--- src/rtl/core/pcr_pkg.sv ---
// Shared types, constants and helpers for the particle collision response unit.
// No dependencies; imported by every module of the block but the checker, which names its types directly.
`default_nettype none

package pcr_pkg;

    // Fixed-point field widths
    localparam int unsigned QW    = 20;  // Q10.10 position / velocity
    localparam int unsigned NW    = 16;  // Q1.14 normal component
    localparam int unsigned FW    = 16;  // Q0.16 restitution / timestep
    localparam int unsigned WW    = 27;  // reflected velocity before scaling

    // Configuration register reset values
    localparam logic [15:0] RESTITUTION_RST  = 16'd64880;
    localparam logic [15:0] TIMESTEP_RST     = 16'd1092;
    localparam logic [47:0] PLANE_NORMAL_RST = 48'd16384;
    localparam logic [59:0] BOX_RST          = 60'd0;

    // Saturation bounds, held at the width of the widest pre-saturation value
    localparam logic signed [27:0] SAT_HI = 28'sd524287;
    localparam logic signed [27:0] SAT_LO = -28'sd524288;

    // Axis of each box face: +x, +y, +z, -x, -y, -z
    localparam logic [1:0] FACE_AXIS [6] = '{2'd0, 2'd1, 2'd2, 2'd0, 2'd1, 2'd2};

    // Configuration register indexes
    typedef enum logic [2:0] {
        REG_RESTITUTION  = 3'd0,
        REG_TIMESTEP     = 3'd1,
        REG_PLANE_NORMAL = 3'd2,
        REG_BOX_MIN      = 3'd3,
        REG_BOX_MAX      = 3'd4
    } cfg_reg_t;

    // Collider kinds
    localparam logic MODE_PLANE = 1'b0;
    localparam logic MODE_BOX   = 1'b1;

    typedef struct packed {
        logic [15:0] restitution;
        logic [15:0] timestep;
        logic [47:0] plane_normal;
        logic [59:0] box_min;
        logic [59:0] box_max;
    } cfg_t;

    typedef struct packed {
        logic               mode;
        logic signed [19:0] current_x;
        logic signed [19:0] current_y;
        logic signed [19:0] current_z;
        logic signed [19:0] predicted_x;
        logic signed [19:0] predicted_y;
        logic signed [19:0] predicted_z;
        logic signed [19:0] velocity_x;
        logic signed [19:0] velocity_y;
        logic signed [19:0] velocity_z;
    } item_t;

    typedef struct packed {
        logic signed [19:0] new_velocity_x;
        logic signed [19:0] new_velocity_y;
        logic signed [19:0] new_velocity_z;
        logic signed [19:0] next_position_x;
        logic signed [19:0] next_position_y;
        logic signed [19:0] next_position_z;
    } result_t;

    // Hand-off from the reflection half to the scaling half
    typedef struct packed {
        logic                 valid;
        logic [2:0][WW-1:0]   w;    // reflected velocity, signed per lane
        logic [2:0][QW-1:0]   cur;  // current position, signed per lane
    } stage_t;

    // Clamp to the signed Q10.10 range
    function automatic logic signed [19:0] sat_q20(input logic signed [27:0] x);
        logic signed [19:0] r;
        if (x > SAT_HI)
            r = SAT_HI[19:0];
        else if (x < SAT_LO)
            r = SAT_LO[19:0];
        else
            r = x[19:0];
        return r;
    endfunction

endpackage

`default_nettype wire

--- src/rtl/core/pcr_cfg_regs.sv ---
// Configuration register file for the particle collision response unit.
// Depends on pcr_pkg for the register index codes and the cfg_t bundle.
`default_nettype none

module pcr_cfg_regs (
    input  wire logic          clk,
    input  wire logic          rst_n,
    input  wire logic          cfg_valid,
    output logic               cfg_ready,
    input  wire logic [2:0]    cfg_index,
    input  wire logic [59:0]   cfg_data,
    output pcr_pkg::cfg_t      cfg
);
    import pcr_pkg::*;

    cfg_t cfg_reg;
    cfg_t cfg_next;

    // Writes are always taken
    assign cfg_ready = 1'b1;
    assign cfg      = cfg_reg;

    // Register decode; unknown indexes leave everything as is
    always_comb
    begin
        cfg_next = cfg_reg;
        if (cfg_valid)
        begin
            case (cfg_reg_t'(cfg_index))
                REG_RESTITUTION:  cfg_next.restitution  = cfg_data[15:0];
                REG_TIMESTEP:     cfg_next.timestep     = cfg_data[15:0];
                REG_PLANE_NORMAL: cfg_next.plane_normal = cfg_data[47:0];
                REG_BOX_MIN:      cfg_next.box_min      = cfg_data;
                REG_BOX_MAX:      cfg_next.box_max      = cfg_data;
                default:          cfg_next = cfg_reg;
            endcase
        end
    end

    always_ff @(posedge clk or negedge rst_n)
    begin
        if (!rst_n)
        begin
            cfg_reg.restitution  <= RESTITUTION_RST;
            cfg_reg.timestep     <= TIMESTEP_RST;
            cfg_reg.plane_normal <= PLANE_NORMAL_RST;
            cfg_reg.box_min      <= BOX_RST;
            cfg_reg.box_max      <= BOX_RST;
        end
        else
        begin
            cfg_reg <= cfg_next;
        end
    end

endmodule

`default_nettype wire

--- config.mk ---
export PLATFORM = sky130hd
export DESIGN_NAME = pcr_cfg_regs
export DESIGN_NICKNAME = d
export VERILOG_FILES = /design/src/rtl/core/pcr_pkg.sv /design/src/rtl/core/pcr_cfg_regs.sv
export SDC_FILE = /design/constraint.sdc
export NUM_CORES = 1
export LEC_CHECK = 0
export ABC_AREA = 1
export BUFFER_PORTS_ARGS = -buffer_cell sky130_fd_sc_hd__buf_2
export CORE_MARGIN = 1
export CORE_UTILIZATION = 40
export CTS_CLUSTER_SIZE = 20
export DETAILED_ROUTE_END_ITERATION = 12
export PLACE_DENSITY = 0.66
export SYNTH_ARGS = -nofsm -noshare
export SYNTH_HDL_FRONTEND = slang
export SYNTH_SLANG_ARGS = --single-unit
--- constraint.sdc ---
create_clock -name clk -period 1 [get_ports clk]
set_input_delay 0.1 -clock clk [delete_from_list [all_inputs] [get_ports clk]]
set_output_delay 0.1 -clock clk [all_outputs]
set_load 0.005 [all_outputs]
After elaboration in Yosys (flattened, before gate mapping)
Cells that the tools add are included.

Logic and storage cells: 15. Bits of input ports: 66. Bits in registers: 200. Output and inout bits: 201.

Reduce and logical (&&, ||, !) cells: 6. Eq/ne operators: 4.

Operator list (count): $reduce_and 2->1 (5); $eq 3x2->1 const B (2); $eq 3x1->1 const B (1); $eq 3x3->1 const B (1); $logic_not 3->1 (1).

Longest topological paths before layout
Word-level depth: 2. Depth in mapped cells: 7. Depth with buffers taken out: 5.

Worst setup path after synthesis
OpenSTA, ideal clock, no wires.

Path kind: input to register. Start point: input port cfg_valid. End point: register cfg_reg (netlist bit cfg[184]). Cell stages on the path: 7. Path buffers: 2. Library setup time: 117 ps. Arrival: 778 ps. Setup slack: 105 ps. Required time: 883 ps. Cells stage by stage: inv_1 -> nor2_2 -> buf_4 -> nand2_1 -> buf_2 -> nand2_1 -> nand2_1.

Word-level cells in the longest chain between the ends: 1.

RTL lines: from (decl) (RTL line pcr_cfg_regs.sv:8) `input wire logic cfg_valid,`; $reduce_and 2->1 (no source line); to (signal assigned) (RTL line pcr_cfg_regs.sv:52) `cfg_reg <= cfg_next;`; to (decl) (RTL line pcr_cfg_regs.sv:16) `cfg_t cfg_reg;`.

No other way between the ends. A chain may end at the register's enable or synchronous reset.

Worst setup path in the final report
Start point: register cfg_reg (netlist bit cfg[174]). End point: output port cfg[174] (netlist name).

RTL lines: to (decl) (RTL line pcr_cfg_regs.sv:12) `output pcr_pkg::cfg_t cfg`.

No word-level cell between the ends.

==> results.sh <==
export IMPL_status="finished, violations left"
export IMPL_violated_checks="negative setup slack"
export IMPL_setup_viol_count_final=200
export IMPL_yosysTopAreaCellShare_pct=59.5
export IMPL_holdCritPathClass="input pin to asynchronous set/reset pin"
export IMPL_cts_made_buffers=17
export IMPL_crit_path_start_kind="register"
export IMPL_floorplan_core_area_um2=19000
export IMPL_crit_buf_inv=1
export IMPL_fillers=1624
export IMPL_dpl_hpwl_mm=15.6
export IMPL_mean_cell_area_of_the_mapped_netlist_um2=8.94
export IMPL_number_of_global_route_vias_before_repair=7400
export IMPL_crit_chain="buf_2"
export IMPL_finalSetupTns_ns=-9.11
export IMPL_cts_tree="built"
export IMPL_row_count=50
export IMPL_power_density_nw_per_um2=1990
export IMPL_ir_drop_worst_vdd_mv=1.14
export IMPL_critical_path_top_delay_cell="sky130_fd_sc_hd__dfstp_2"
export IMPL_area_growth_syn_to_layout_pct=51.0
export IMPL_dr_total_vias=7572
export IMPL_io_buffer_count=265
export IMPL_power_static_leakage_nw=6.73
export IMPL_yosys_register_bits=200
export IMPL_avgRoutedWirePerCell_um=15.9
export IMPL_synth_top_cell_by_area="sky130_fd_sc_hd__dfrtp_1"
export IMPL_global_route_overflow_total=0
export IMPL_chipHeight_um=142
export IMPL_grt_setup_unrepaired="yes"
export IMPL_grt_start_max_net_pins=61
export IMPL_drt_pre_antenna_iters=5
export IMPL_regToRegSetupSlack_ns=0.13
export IMPL_detail_route_drc_violations=0
export IMPL_postRouteWirelength_mm=25.1
export IMPL_ctsLongestPathBuffers=2
export IMPL_synth_yosys_warnings=0
export IMPL_die_width_um=142
export IMPL_max_cap_violations=0
export IMPL_mappedNetlistNets=941
export IMPL_finalWorstSetupSlack_ns=-0.173
export IMPL_hold_viol=0
export IMPL_cts_sink_count=200
export IMPL_finalCriticalPeriod_ns=1.17
export IMPL_largest_register_ffs=200
export IMPL_top_level_ports=267
export IMPL_grt_first_pass_wirelength_mm=38.6
export IMPL_critical_path_arrival_ns=1.07
export IMPL_clock_skew_ns=0
export IMPL_syn_area_um2=7820
export IMPL_clk_latency_ns=0.42
export IMPL_drt_iter0_drc=384
export IMPL_place_congestion=0.805
export IMPL_worst_setup_path_end_kind="output pin"
export IMPL_synth_sequential_area_ratio_pct=64.2
export IMPL_clock_edge_transition_at_the_registers_on_the_reported_setup_and_hold_paths_ns=0.07
export IMPL_layout_drive_gt1_share_pct=34.8
export IMPL_grt_antenna_before_repair=3
export IMPL_worstPathRequired_ns=0.90
export IMPL_family_with_the_most_delay_on_the_worst_path="flip-flops"
export IMPL_synthTopCellsByArea="sky130_fd_sc_hd__dfrtp_1 (60%), sky130_fd_sc_hd__nand2_1 (22%), sky130_fd_sc_hd__nand3_1 (9.0%)"
export IMPL_post_route_clock_period_utilization_pct=117
export IMPL_root_buffer="sky130_fd_sc_hd__clkbuf_16"
export IMPL_antenna_left=0
export IMPL_level_count_of_the_clock_h_tree=4
export IMPL_synthCells=875
export IMPL_final_max_slew_violation_count=0
export IMPL_worst_path_largest_cell_delay_ns=0.54
export IMPL_synth_distinct_cells=14
export IMPL_clock_fmax_mhz=852
export IMPL_pre_cts_slack_ns=-0.110
export IMPL_fp_dieArea_um2=20100
export IMPL_initial_core_utilization_pct=41.3
export IMPL_grt_use_total_pct=24.8
export IMPL_maximum_fanout_along_the_worst_path=2
export IMPL_crit_type="register to output pin"
export IMPL_via_per_inst=4.80
export IMPL_nets=1368
==> stage by stage <==
step                util [%]  power (mW)  instances  cell area [um2]  hold slack [ns]
floorplan                  -        12.2        875             7820           -0.196
CTS                     60.5        23.1       1532            11500            0.138
global placement        51.5        14.7       1383             9750           0.0503
global route            62.3        24.7       1577            11800            0.162
finish                  62.3        23.5       1577            11800            0.148
detailed placement      51.5        14.8       1383             9750           0.0462
==> layout make-up <==
cell class | count | area [um2] | area share (%)
well taps | 260 | 325 | 2.76
flip-flops and latches | 200 | 5020 | 42.5
clock buffers | 20 | 447 | 3.78
diodes | 2 | 5.00 | 0.0424
multi-input cells | 614 | 2520 | 21.4
clock inverters | 12 | 186 | 1.58
inverters | 6 | 22.5 | 0.191
repair buffers | 463 | 3270 | 27.7
==> layer usage <==
metal,global-route usage [%],part of all wire [%],vias up
met4,9.51,2.1,0
li1,-,-,3596
met2,40.2,48,310
met1,32.4,42,3625
met3,5.77,7.5,41
met5,0,0,-
==> cell usage in the layout, fill, tap and decap left out <==
| cell type | Yosys | final |
|---|---|---|
| sky130_fd_sc_hd__buf_12 | 0 | 19 |
| sky130_fd_sc_hd__buf_2 | 31 | 254 |
| sky130_fd_sc_hd__buf_4 | 5 | 118 |
| sky130_fd_sc_hd__buf_6 | 2 | 10 |
| sky130_fd_sc_hd__bufinv_16 | 0 | 4 |
| sky130_fd_sc_hd__clkbuf_1 | 16 | 2 |
| sky130_fd_sc_hd__clkbuf_16 | 0 | 17 |
| sky130_fd_sc_hd__clkbuf_8 | 0 | 2 |
| sky130_fd_sc_hd__clkinv_2 | 0 | 1 |
| sky130_fd_sc_hd__clkinvlp_4 | 0 | 2 |
| sky130_fd_sc_hd__conb_1 | 1 | 1 |
| sky130_fd_sc_hd__dfrtp_1 | 186 | 186 |
| sky130_fd_sc_hd__dfstp_2 | 14 | 14 |
| sky130_fd_sc_hd__diode_2 | 0 | 2 |
| sky130_fd_sc_hd__dlygate4sd3_1 | 0 | 61 |
| sky130_fd_sc_hd__inv_1 | 3 | 3 |
| sky130_fd_sc_hd__inv_2 | 3 | 3 |
| sky130_fd_sc_hd__inv_6 | 0 | 4 |
| sky130_fd_sc_hd__inv_8 | 0 | 1 |
| sky130_fd_sc_hd__nand2_1 | 468 | 465 |
| sky130_fd_sc_hd__nand2_2 | 0 | 3 |
| sky130_fd_sc_hd__nand3_1 | 140 | 140 |
| sky130_fd_sc_hd__nor2_4 | 1 | 5 |
==> synthesized netlist by cell type <==
| master | number |
|---|---|
| sky130_fd_sc_hd__conb_1 | 1 |
| sky130_fd_sc_hd__nor2_4 | 1 |
| sky130_fd_sc_hd__dfstp_2 | 14 |
| sky130_fd_sc_hd__buf_2 | 31 |
| sky130_fd_sc_hd__buf_6 | 2 |
| sky130_fd_sc_hd__nor2_2 | 4 |
| sky130_fd_sc_hd__dfrtp_1 | 186 |
| sky130_fd_sc_hd__inv_2 | 3 |
| sky130_fd_sc_hd__nand3_1 | 140 |
| sky130_fd_sc_hd__inv_1 | 3 |
| sky130_fd_sc_hd__clkbuf_1 | 16 |
| sky130_fd_sc_hd__buf_1 | 1 |
| sky130_fd_sc_hd__buf_4 | 5 |
| sky130_fd_sc_hd__nand2_1 | 468 |
==> path summary, 6_finish.rpt <==
kind,start,endpoint,depth (start not counted)
max,cfg[174],cfg[174],1
min in group clk,cfg_index[1],cfg[15],5
min,rst_n,cfg[140],2
min reg2reg,cfg[197],cfg[197],2
max in group asynchronous,rst_n,cfg[170],3
max reg2reg,cfg[156],cfg[156],4
==> what timing repair did <==
| item | 4_1_cts | 5_1_grt |
|---|---|---|
| setup buffers | 56 | 43 |
| hold buffers | 61 | 0 |
| setup endpoints to repair | 200 | 200 |
| hold endpoints to repair | 380 | 0 |
| resized for setup | 7 | 3 |
| gates cloned | 0 | 0 |
| pin swaps | 0 | 0 |
==> power by group <==
part | internal, mW | switching [mW] | total [mW]
sequential | 9.68 | 0.834 | 10.5
combinational | 2.98 | 2.58 | 5.55
clock | 4.31 | 3.15 | 7.47
total | 17.0 | 6.56 | 23.5
==> cells by family after synthesis <==
family                 count (synthesis)  synth area share [%]
other                                  1                0.0479
DFF                                  200                  64.2
buffers and inverters                 61                  3.86
and+or+nand+nor                      613                  31.9
Note: power is estimated with default switching activity, not from simulation.
